## src/sv/fpsd_pkg.sv

```systemverilog
// Package with shared constants and types of the flight phase step detector.
`default_nettype none

package fpsd_pkg;

  localparam int WINDOW_DEF      = 30;
  localparam int SAMPLE_BITS_DEF = 16;
  localparam int THR_W           = 16;
  localparam logic [THR_W-1:0] THR_RESET = 16'd5;

  localparam logic [1:0] EV_NONE  = 2'd0;
  localparam logic [1:0] EV_LIFT  = 2'd1;
  localparam logic [1:0] EV_CUT   = 2'd2;

  localparam logic [1:0] PH_GROUND = 2'd0;
  localparam logic [1:0] PH_LIFT   = 2'd1;
  localparam logic [1:0] PH_CUT    = 2'd2;

  typedef struct packed {
    logic va;
    logic vb;
    logic chk;
  } s1_ctl_t;

endpackage

`default_nettype wire

```

## src/sv/fpsd_in_if.sv

```systemverilog
// Sample request channel of the flight phase step detector.
`default_nettype none

interface fpsd_in_if #(
  parameter int SAMPLE_BITS = fpsd_pkg::SAMPLE_BITS_DEF
) ();
  logic                          valid;
  logic                          ready;
  logic signed [SAMPLE_BITS-1:0] sample;

  modport source (output valid, output sample, input ready);
  modport sink   (input valid, input sample, output ready);
endinterface

`default_nettype wire

```

## src/sv/fpsd_out_if.sv

```systemverilog
// Result request channel of the flight phase step detector.
`default_nettype none

interface fpsd_out_if ();
  logic       valid;
  logic       ready;
  logic [1:0] event_res;
  logic [1:0] phase;

  modport source (output valid, output event_res, output phase, input ready);
  modport sink   (input valid, input event_res, input phase, output ready);
endinterface

`default_nettype wire

```

## src/sv/flight_phase_step_detector_unit.sv

```systemverilog
// Top level of the flight phase step detector: sample intake, delay memory, detector.
// An accepted sample request passes the stage one register, then the result register.
// Throughput: one sample per cycle when not stalled; memory: one write, two reads per sample.
// The window difference register feeds back combinationally, so requests follow back to back.
// Reset: synchronous, active low; clears counters, phase, sums and threshold (to 5).
// The delay memory is not cleared; a fill count masks entries not yet written.
`default_nettype none

module flight_phase_step_detector_unit #(
  parameter int WINDOW      = fpsd_pkg::WINDOW_DEF,
  parameter int SAMPLE_BITS = fpsd_pkg::SAMPLE_BITS_DEF
) (
  input  wire logic                       clk,
  input  wire logic                       rst_n,
  fpsd_in_if.sink                         in_s,
  fpsd_out_if.source                      out_m,
  input  wire logic                       cfg_we,
  input  wire logic [fpsd_pkg::THR_W-1:0] cfg_wdata
);
  import fpsd_pkg::*;

  localparam int DEPTH = 2 * WINDOW;
  localparam int AW    = $clog2(DEPTH);
  localparam int CNT_W = $clog2(2 * WINDOW + 3);

  logic [THR_W-1:0]              thr_r;
  logic [AW-1:0]                 wp_r;
  logic [CNT_W-1:0]              seen_r;
  logic                          s1_valid_r;
  logic signed [SAMPLE_BITS-1:0] s1_sample_r;
  s1_ctl_t                       s1_ctl_r, s1_ctl_nxt;
  logic                          in_acc, out_free;
  logic [AW:0]                   addr_a_w, addr_b_w;
  logic [AW-1:0]                 addr_a, addr_b;
  logic signed [SAMPLE_BITS-1:0] rd_a, rd_b;

  assign in_s.ready = !s1_valid_r || out_free;
  assign in_acc     = in_s.valid && in_s.ready;

  always_comb begin
    if ({1'b0, wp_r} >= (AW+1)'(WINDOW - 1)) begin
      addr_a_w = {1'b0, wp_r} - (AW+1)'(WINDOW - 1);
    end else begin
      addr_a_w = {1'b0, wp_r} + (AW+1)'(DEPTH - WINDOW + 1);
    end
    if (wp_r == AW'(DEPTH - 1)) begin
      addr_b_w = '0;
    end else begin
      addr_b_w = {1'b0, wp_r} + (AW+1)'(1);
    end
    addr_a = addr_a_w[AW-1:0];
    addr_b = addr_b_w[AW-1:0];
    s1_ctl_nxt.va  = seen_r >= CNT_W'(WINDOW - 1);
    s1_ctl_nxt.vb  = seen_r >= CNT_W'(DEPTH - 1);
    s1_ctl_nxt.chk = seen_r >= CNT_W'(DEPTH + 1);
  end

  always_ff @(posedge clk) begin
    if (!rst_n) begin
      thr_r      <= THR_RESET;
      wp_r       <= '0;
      seen_r     <= '0;
      s1_valid_r <= 1'b0;
    end else begin
      if (cfg_we) begin
        thr_r <= cfg_wdata;
      end
      if (in_acc) begin
        s1_valid_r <= 1'b1;
        wp_r       <= (wp_r == AW'(DEPTH - 1)) ? '0 : wp_r + AW'(1);
        if (seen_r < CNT_W'(DEPTH + 2)) begin
          seen_r <= seen_r + CNT_W'(1);
        end
      end else if (out_free) begin
        s1_valid_r <= 1'b0;
      end
    end
  end

  always_ff @(posedge clk) begin
    if (in_acc) begin
      s1_sample_r <= in_s.sample;
      s1_ctl_r    <= s1_ctl_nxt;
    end
  end

  fpsd_delay_mem #(
    .DW    (SAMPLE_BITS),
    .DEPTH (DEPTH),
    .AW    (AW)
  ) u_mem (
    .clk     (clk),
    .we      (in_acc),
    .waddr   (wp_r),
    .wdata   (in_s.sample),
    .re      (in_acc),
    .raddr_a (addr_a),
    .raddr_b (addr_b),
    .rdata_a (rd_a),
    .rdata_b (rd_b)
  );

  fpsd_detect #(
    .WINDOW      (WINDOW),
    .SAMPLE_BITS (SAMPLE_BITS)
  ) u_detect (
    .clk       (clk),
    .rst_n     (rst_n),
    .s1_valid  (s1_valid_r),
    .s1_ctl    (s1_ctl_r),
    .s1_sample (s1_sample_r),
    .rd_a      (rd_a),
    .rd_b      (rd_b),
    .threshold (thr_r),
    .out_ready (out_m.ready),
    .out_free  (out_free),
    .out_valid (out_m.valid),
    .out_event (out_m.event_res),
    .out_phase (out_m.phase)
  );

  a_lift_phase: assert property (@(posedge clk) disable iff (!rst_n)
    (out_m.valid && out_m.event_res == EV_LIFT) |-> out_m.phase == PH_LIFT)
    else $error("liftoff event without liftoff phase");

  a_cut_phase: assert property (@(posedge clk) disable iff (!rst_n)
    (out_m.valid && out_m.event_res == EV_CUT) |-> out_m.phase == PH_CUT)
    else $error("cutoff event without cutoff phase");

  a_accept_stage: assert property (@(posedge clk) disable iff (!rst_n)
    in_acc |=> s1_valid_r)
    else $error("accepted request not held in stage one");

  a_stage_drain: assert property (@(posedge clk) disable iff (!rst_n)
    (s1_valid_r && out_free) |=> out_m.valid)
    else $error("stage one request lost before result register");

endmodule

`default_nettype wire

```

## src/sv/fpsd_delay_mem.sv

```systemverilog
// Sample delay memory: one write port, two registered read ports.
`default_nettype none

module fpsd_delay_mem #(
  parameter int DW    = 16,
  parameter int DEPTH = 60,
  parameter int AW    = $clog2(DEPTH)
) (
  input  wire logic          clk,
  input  wire logic          we,
  input  wire logic [AW-1:0] waddr,
  input  wire logic [DW-1:0] wdata,
  input  wire logic          re,
  input  wire logic [AW-1:0] raddr_a,
  input  wire logic [AW-1:0] raddr_b,
  output logic      [DW-1:0] rdata_a,
  output logic      [DW-1:0] rdata_b
);

  logic [DW-1:0] mem [DEPTH];

  always_ff @(posedge clk) begin
    if (we) begin
      mem[waddr] <= wdata;
    end
    if (re) begin
      rdata_a <= mem[raddr_a];
      rdata_b <= mem[raddr_b];
    end
  end

endmodule

`default_nettype wire

```

## src/sv/fpsd_detect.sv

```systemverilog
// Window difference update, threshold check, phase state and result register.
`default_nettype none

module fpsd_detect #(
  parameter int WINDOW      = fpsd_pkg::WINDOW_DEF,
  parameter int SAMPLE_BITS = fpsd_pkg::SAMPLE_BITS_DEF
) (
  input  wire logic                          clk,
  input  wire logic                          rst_n,
  input  wire logic                          s1_valid,
  input  wire fpsd_pkg::s1_ctl_t             s1_ctl,
  input  wire logic signed [SAMPLE_BITS-1:0] s1_sample,
  input  wire logic signed [SAMPLE_BITS-1:0] rd_a,
  input  wire logic signed [SAMPLE_BITS-1:0] rd_b,
  input  wire logic [fpsd_pkg::THR_W-1:0]    threshold,
  input  wire logic                          out_ready,
  output logic                               out_free,
  output logic                               out_valid,
  output logic [1:0]                         out_event,
  output logic [1:0]                         out_phase
);
  import fpsd_pkg::*;

  localparam int DIFF_W = SAMPLE_BITS + $clog2(WINDOW) + 2;
  localparam int TS_W   = THR_W + $clog2(WINDOW + 1);
  localparam int CMP_W  = ((DIFF_W > TS_W) ? DIFF_W : TS_W) + 1;
  localparam int STEP_W = SAMPLE_BITS + 2;

  logic signed [DIFF_W-1:0]      diff_r, diff_nxt;
  logic signed [SAMPLE_BITS-1:0] prev_r, a_v, b_v;
  logic [1:0]                    phase_r, phase_nxt, ev_nxt;
  logic [TS_W-1:0]               thr_scaled_r;
  logic                          out_valid_r;
  logic [1:0]                    out_event_r, out_phase_r;
  logic signed [STEP_W-1:0]      step;
  logic signed [CMP_W-1:0]       dc, thr_c;
  logic                          take, lift, cut;

  assign out_free = !out_valid_r || out_ready;
  assign take     = s1_valid && out_free;

  always_comb begin
    a_v      = s1_ctl.va ? rd_a : '0;
    b_v      = s1_ctl.vb ? rd_b : '0;
    step     = (STEP_W'(s1_sample) - STEP_W'(prev_r)) - (STEP_W'(a_v) - STEP_W'(b_v));
    diff_nxt = diff_r + DIFF_W'(step);
    dc       = CMP_W'(diff_nxt);
    thr_c    = CMP_W'(signed'({1'b0, thr_scaled_r}));
    lift     = dc >= thr_c;
    cut      = (-dc) >= thr_c;
    phase_nxt = phase_r;
    ev_nxt    = EV_NONE;
    if (s1_ctl.chk) begin
      if (lift && phase_r != PH_LIFT) begin
        phase_nxt = PH_LIFT;
        ev_nxt    = EV_LIFT;
      end else if (cut && phase_r != PH_CUT) begin
        phase_nxt = PH_CUT;
        ev_nxt    = EV_CUT;
      end
    end
  end

  always_ff @(posedge clk) begin
    if (!rst_n) begin
      diff_r       <= '0;
      prev_r       <= '0;
      phase_r      <= PH_GROUND;
      out_valid_r  <= 1'b0;
      thr_scaled_r <= TS_W'(THR_RESET) * TS_W'(WINDOW);
    end else begin
      thr_scaled_r <= TS_W'(threshold) * TS_W'(WINDOW);
      if (take) begin
        diff_r      <= diff_nxt;
        prev_r      <= a_v;
        phase_r     <= phase_nxt;
        out_valid_r <= 1'b1;
      end else if (out_ready) begin
        out_valid_r <= 1'b0;
      end
    end
  end

  always_ff @(posedge clk) begin
    if (take) begin
      out_event_r <= ev_nxt;
      out_phase_r <= phase_nxt;
    end
  end

  assign out_valid = out_valid_r;
  assign out_event = out_event_r;
  assign out_phase = out_phase_r;

endmodule

`default_nettype wire
```

## src/flat_wrapper.sv

```systemverilog
// flat-port wrapper written by rule: the top's interface ports become plain ports
module flight_phase_step_detector_unit_flat import fpsd_pkg::*;
#(
  parameter int WINDOW      = fpsd_pkg::WINDOW_DEF,
  parameter int SAMPLE_BITS = fpsd_pkg::SAMPLE_BITS_DEF
)
  (clk, rst_n, cfg_we, cfg_wdata, in_s_valid, in_s_sample, in_s_ready, out_m_valid, out_m_event_res, out_m_phase, out_m_ready);
  fpsd_in_if #(.SAMPLE_BITS(SAMPLE_BITS)) in_s_i ();
  fpsd_out_if out_m_i ();
  input  wire logic clk;
  input  wire logic rst_n;
  input  wire logic cfg_we;
  input  wire logic [fpsd_pkg::THR_W-1:0] cfg_wdata;
  input wire logic [$bits(in_s_i.valid)-1:0] in_s_valid;
  input wire logic [$bits(in_s_i.sample)-1:0] in_s_sample;
  output wire logic [$bits(in_s_i.ready)-1:0] in_s_ready;
  output wire logic [$bits(out_m_i.valid)-1:0] out_m_valid;
  output wire logic [$bits(out_m_i.event_res)-1:0] out_m_event_res;
  output wire logic [$bits(out_m_i.phase)-1:0] out_m_phase;
  input wire logic [$bits(out_m_i.ready)-1:0] out_m_ready;
  assign in_s_i.valid = in_s_valid;
  assign in_s_i.sample = in_s_sample;
  assign in_s_ready = in_s_i.ready;
  assign out_m_valid = out_m_i.valid;
  assign out_m_event_res = out_m_i.event_res;
  assign out_m_phase = out_m_i.phase;
  assign out_m_i.ready = out_m_ready;
  flight_phase_step_detector_unit #(.WINDOW(WINDOW), .SAMPLE_BITS(SAMPLE_BITS)) u_core (.clk(clk), .rst_n(rst_n), .in_s(in_s_i), .out_m(out_m_i), .cfg_we(cfg_we), .cfg_wdata(cfg_wdata));
endmodule
```

## config.mk

```make
export PLATFORM = sky130hd
export DESIGN_NAME = flight_phase_step_detector_unit_flat
export DESIGN_NICKNAME = d
export VERILOG_FILES = /design/src/sv/fpsd_pkg.sv /design/src/sv/fpsd_in_if.sv /design/src/sv/fpsd_out_if.sv /design/src/sv/flight_phase_step_detector_unit.sv /design/src/sv/fpsd_delay_mem.sv /design/src/sv/fpsd_detect.sv /design/src/flat_wrapper.sv
export SDC_FILE = /design/constraint.sdc
export NUM_CORES = 2
export LEC_CHECK = 0
export CORE_MARGIN = 3
export CORE_UTILIZATION = 55
export DETAILED_ROUTE_END_ITERATION = 12
export DONT_BUFFER_PORTS = 1
export PLACE_DENSITY = 0.7
export REMOVE_ABC_BUFFERS = 1
export SETUP_SLACK_MARGIN = 0.2
export SLEW_MARGIN = 20
export SYNTH_ARGS = -nofsm -noshare
export SYNTH_HDL_FRONTEND = slang
export SYNTH_SLANG_ARGS = --single-unit
```

## constraint.sdc

```tcl
create_clock -name clk -period 20.9 [get_ports clk]
set_input_delay 4.18 -clock clk [delete_from_list [all_inputs] [get_ports clk]]
set_output_delay 4.18 -clock clk [all_outputs]
set_load 0.05 [all_outputs]
```

# Yosys cells after proc, flatten, opt, wreduce, memory -nomap -nowiden
# Memory sizes are Yosys's and may differ from the RTL's. A register that Yosys moved wholly into a read port is not among the register bits.
# Cells that the tools add are included.
# word_totals
reg_bits	115
latchBits	0
ramBits	960
rom_bits	0
output_inout_bits	6
mem_count	1
# memory_table
memory	depth	width	rd	rd_ports_with_merged_regs	wr	line_no	rtl
u_core.u_mem.mem	60	16	2	2	1	fpsd_delay_mem.sv:20	logic [DW-1:0] mem [DEPTH];
# op_classes
n_addsub	10
multipliers	1
div_mod_pow	0
magnitude_cmp	7
n_eq_ne	3
shift	0
mux	16
n_bitwise	1
reduce_logical	12
# op_table
operator	n
$sub A16 B16 Y17	2
$mux W16	2
$ge A24 B22 Y1	1
$neg A23 Y24	1
$add A23 B18 Y23	1
$ge A23 B22 Y1	1
$mul A16 B4 Y20 const B	1
$add A6 B1 Y6 const B	3
$mux W6	3
$sub A17 B17 Y18	1
$ge A6 B5 Y1 const B	2
$ge A6 B6 Y1 const B	2
$mux W2	4
$mux W1	7
$add A6 B5 Y6 const B	1
$eq A6 B6 Y1 const B	1
$lt A6 B6 Y1 const B	1
$sub A6 B5 Y6 const B	1
$logic_and A1 B1 Y1	4
$reduce_bool A2 Y1	2
$logic_not A1 Y1	2
$logic_or A1 B1 Y1	2
$ne A2 B1 Y1 const B	1
$ne A2 B2 Y1 const B	1
other kinds (3)	3

# Logic depth before layout (Yosys ltp)
# depth
ltp_word	10
ltp_mapped	29
depth_no_buf	28

# By module
# Synthesis repeated with hierarchy kept, for this count alone.
# hier_totals
cells_unflattened	3688
hier_area_um2	56497.9
# by_module_without_submodules
module	instances	cells_each	area_each_um2	seq_area_each_um2
fpsd_delay_mem	1	2536	46286.9	29788.6
fpsd_detect	1	946	8102.8	1361.3
flight_phase_step_detector_unit	1	206	2108.3	1151.1

# Worst setup path after synthesis
# No wires, ideal clock.
# synth_timing
path_kind	input port to output port
startpoint	input out_m_ready
endpoint	output in_s_ready
t_arrival_ns	4.688
t_required_ns	16.720
setup_slack_ns	12.032
cell_stages	2
path_cell_list	nor2b_1 -> nand2_1
# synth_via
elab_chain_len	2
# synth_lines
element	line_no	rtl
from (decl)	flat_wrapper.sv:20	input wire logic [$bits(out_m_i.ready)-1:0] out_m_ready;
$logic_or A1 B1 Y1	fpsd_detect.sv:39	assign out_free = !out_valid_r || out_ready;
$logic_or A1 B1 Y1	flight_phase_step_detector_unit.sv:37	assign in_s.ready = !s1_valid_r || out_free;
to (decl)	flat_wrapper.sv:16	output wire logic [$bits(in_s_i.ready)-1:0] in_s_ready;
# No other way between the ends.

# Worst setup path after layout
# Ends and elaborated chain as after synthesis.

==> flow_summary.json <==
{
  "cts_buffers": 112,
  "postPlaceCellArea_sq_um": 57500,
  "drcViolationCount": 0,
  "worstSetupEndpointType": "primary output",
  "cts_root_buf": "clkbuf_16",
  "drv_slew": 0,
  "cp_num_cells": 2,
  "dr_total_vias": 32500,
  "chipHeight_um": 324,
  "final_core_util": 0.609,
  "p_leak_nw": 20.0,
  "cts_sinks": 1106,
  "area_growth_pct": 9.66,
  "rsz0062_at_grt": "no",
  "fin_crit_ns": 8.90,
  "cts_tree": "yes",
  "critPathKind": "primary input to primary output",
  "start_util": 0.555,
  "postSynthCellCount": 3350,
  "tightest_slew_ns": 1.18,
  "rr_worst_depth": 27,
  "synth_cell_types": 86,
  "clkSlewWorstSetupHoldPaths_ns": 0.06,
  "async_flop_share": 0,
  "layout_commonest_cell": "edfxtp_1",
  "synth_edf_count": 1015,
  "cts.path.max_buffers": 3,
  "hold_slack_ns": 0.457,
  "synth-seq-cells": 1106,
  "cp_num_buf_inv": 0,
  "period_share": 0.426,
  "synth.avg_cell_area_sq_um": 16.6,
  "fp.dieArea_sq_um": 105000,
  "ctsHtreeMaxLevel": 3,
  "drt-vias-per-instance": 6.81,
  "most-common-layout-cells": "edfxtp_1, mux4_2, nand2_1, a21oi_1, inv_1",
  "cts_hold_buffers": 0,
  "grt_pass1_vias": 33600,
  "ir_drop_mv": 0.206,
  "maxCapViolCount": 0,
  "wl_um": 147000,
  "post-place-ws_ns": 12.00,
  "drt_pass1_iterations": 5,
  "hp-class": "register to register",
  "status": "finished clean",
  "clkLatencyLatePin_ns": 0.71,
  "core_area_sq_um": 100000,
  "powerDensity_nw_per_um2": 120,
  "die_w_um": 324,
  "grt_use_total": 0.286,
  "cts_resized": 0,
  "post_drt_wl_per_cell_um": 30.8,
  "critPathTopFamily": "simple AND/OR/NAND/NOR gates",
  "gp_congestion": 0.869,
  "final_area_sq_um": 61100,
  "synth_area_sq_um": 55700,
  "slowest_stage": "nand2_1",
  "fin_ws_ns": 12.00,
  "drive_gt1_frac": 0.253,
  "drt_iter0_markers": 3400,
  "antenna_violating_nets_post_route": 0,
  "dp.cells": 4571,
  "max_stage_delay_ns": 0.36,
  "rows": 116,
  "path_cells": "nor2b_1 > nand2_1",
  "tns_ns": 0,
  "max_slew_margin": 0.213,
  "overflow": 0,
  "yosys_warnings": 0,
  "pin_count": 43,
  "ys.flop_type": "edfxtp_1",
  "post_cts_buffers": 0,
  "critical_path.max_fanout": 4,
  "cp.required_ns": 16.72,
  "grt_pass1_wl_um": 218000,
  "antenna_found_initial": 0,
  "arrival_ns": 4.72,
  "hold_viol_final": 0,
  "nets": 3553,
  "final-instance-count-excl-fill": 4775,
  "setup_viol": 0,
  "hold_depth": 2,
  "grt_max_degree": 139,
  "portBuffers": 0,
  "diodes": 0,
  "skew_ns": 0.0312,
  "clock.fmax_ghz": 0.112,
  "total_power_mw": 7.36,
  "synth.yosys.seq_area_share": 0.580,
  "startpoint_type": "primary input",
  "place_hpwl_um": 88400
}
==> cells in the mapped netlist, types with 19 or more instances <==
cell / number / area share
nand3_1: 32 / 0.0029
mux2i_1: 88 / 0.016
nor3_1: 19 / 0.0017
a21oi_1: 167 / 0.015
edfxtp_1: 1015 / 0.55
buf_1: 23 / 0.0016
buf_2: 63 / 0.0057
and2_1: 51 / 0.0057
dfxtp_1: 91 / 0.033
fa_1: 95 / 0.034
a211oi_1: 123 / 0.017
nand2_1: 166 / 0.011
xor2_1: 22 / 0.0035
a21o_1: 23 / 0.0031
inv_1: 148 / 0.010
ha_1: 93 / 0.021
nor2b_1: 48 / 0.0054
o21ai_0: 44 / 0.0040
mux4_2: 519 / 0.21
xnor2_1: 29 / 0.0046
nor2_1: 174 / 0.012
clkbuf_1: 131 / 0.0088
==> per-layer routing <==
metal | GRT usage | vias up | wire length [um]
met5 | 0 | - | 0
met4 | 0.138 | 0 | 7750
met3 | 0.0546 | 329 | 13800
met2 | 0.466 | 1847 | 71900
met1 | 0.375 | 17000 | 53700
li1 | - | 13400 | -
==> area by class of cell <==
| cell class | instances | area [sq um] |
|---|---|---|
| Fill cell | 7136 | 39200 |
| Sequential cell | 1106 | 32300 |
| Multi-Input combinational cell | 1877 | 22200 |
| Clock buffer | 139 | 2930 |
| Tap cell | 1357 | 1700 |
| Clock inverter | 65 | 693 |
| Timing Repair Buffer | 81 | 658 |
| Inverter | 150 | 563 |
==> sequential cells by signal, summed over array words and instances (netlist names) <==
signal,cells
u_core.u_mem.mem,960
u_core.u_detect.diff_r,23
u_core.u_detect.thr_scaled_r,20
u_core.s1_sample_r,16
u_core.thr_r,16
u_core.u_detect.prev_r,16
u_core.u_mem.rdata_a,16
u_core.u_mem.rdata_b,16
u_core.seen_r,6
u_core.wp_r,6
u_core.s1_ctl_r,3
u_core.u_detect.out_event,2
u_core.u_detect.out_phase,2
u_core.u_detect.phase_r,2
u_core.s1_valid_r,1
u_core.u_detect.out_valid,1
==> worst paths after layout <==
kind,start,to,slack [ns]
worst max register to register,u_core.s1_ctl_r[2]$_DFFE_PP_,u_core.u_detect.out_phase[1]$_DFFE_PP_,13.34
worst max-delay path,out_m_ready,in_s_ready,12.00
worst min-delay path,u_core.u_detect.prev_r[0]$_SDFFE_PN0P_,u_core.u_detect.prev_r[0]$_SDFFE_PN0P_,0.46
worst min register to register,u_core.u_detect.prev_r[0]$_SDFFE_PN0P_,u_core.u_detect.prev_r[0]$_SDFFE_PN0P_,0.46
==> power by group <==
part / total (mW) / internal, mW / switching [mW] / leakage (nW)
logic: 2.82 / 1.14 / 1.68 / 8.29
registers: 2.53 / 2.48 / 0.0472 / 9.92
clock network: 2.01 / 1.17 / 0.839 / 1.76
total: 7.36 / 4.79 / 2.56 / 20.0
==> cells by family after synthesis <==
family / count (synthesis) / share of synthesized area
muxes: 613 / 0.227
AOI/OAI and AO/OA: 450 / 0.0531
and+or+nand+nor: 572 / 0.0499
buffers and inverters: 367 / 0.0262
adders and majority gates: 188 / 0.0550
xor gates and xnor gates: 54 / 0.00890
DFF: 1106 / 0.580
No activity file was read; power rests on OpenSTA's default activity.
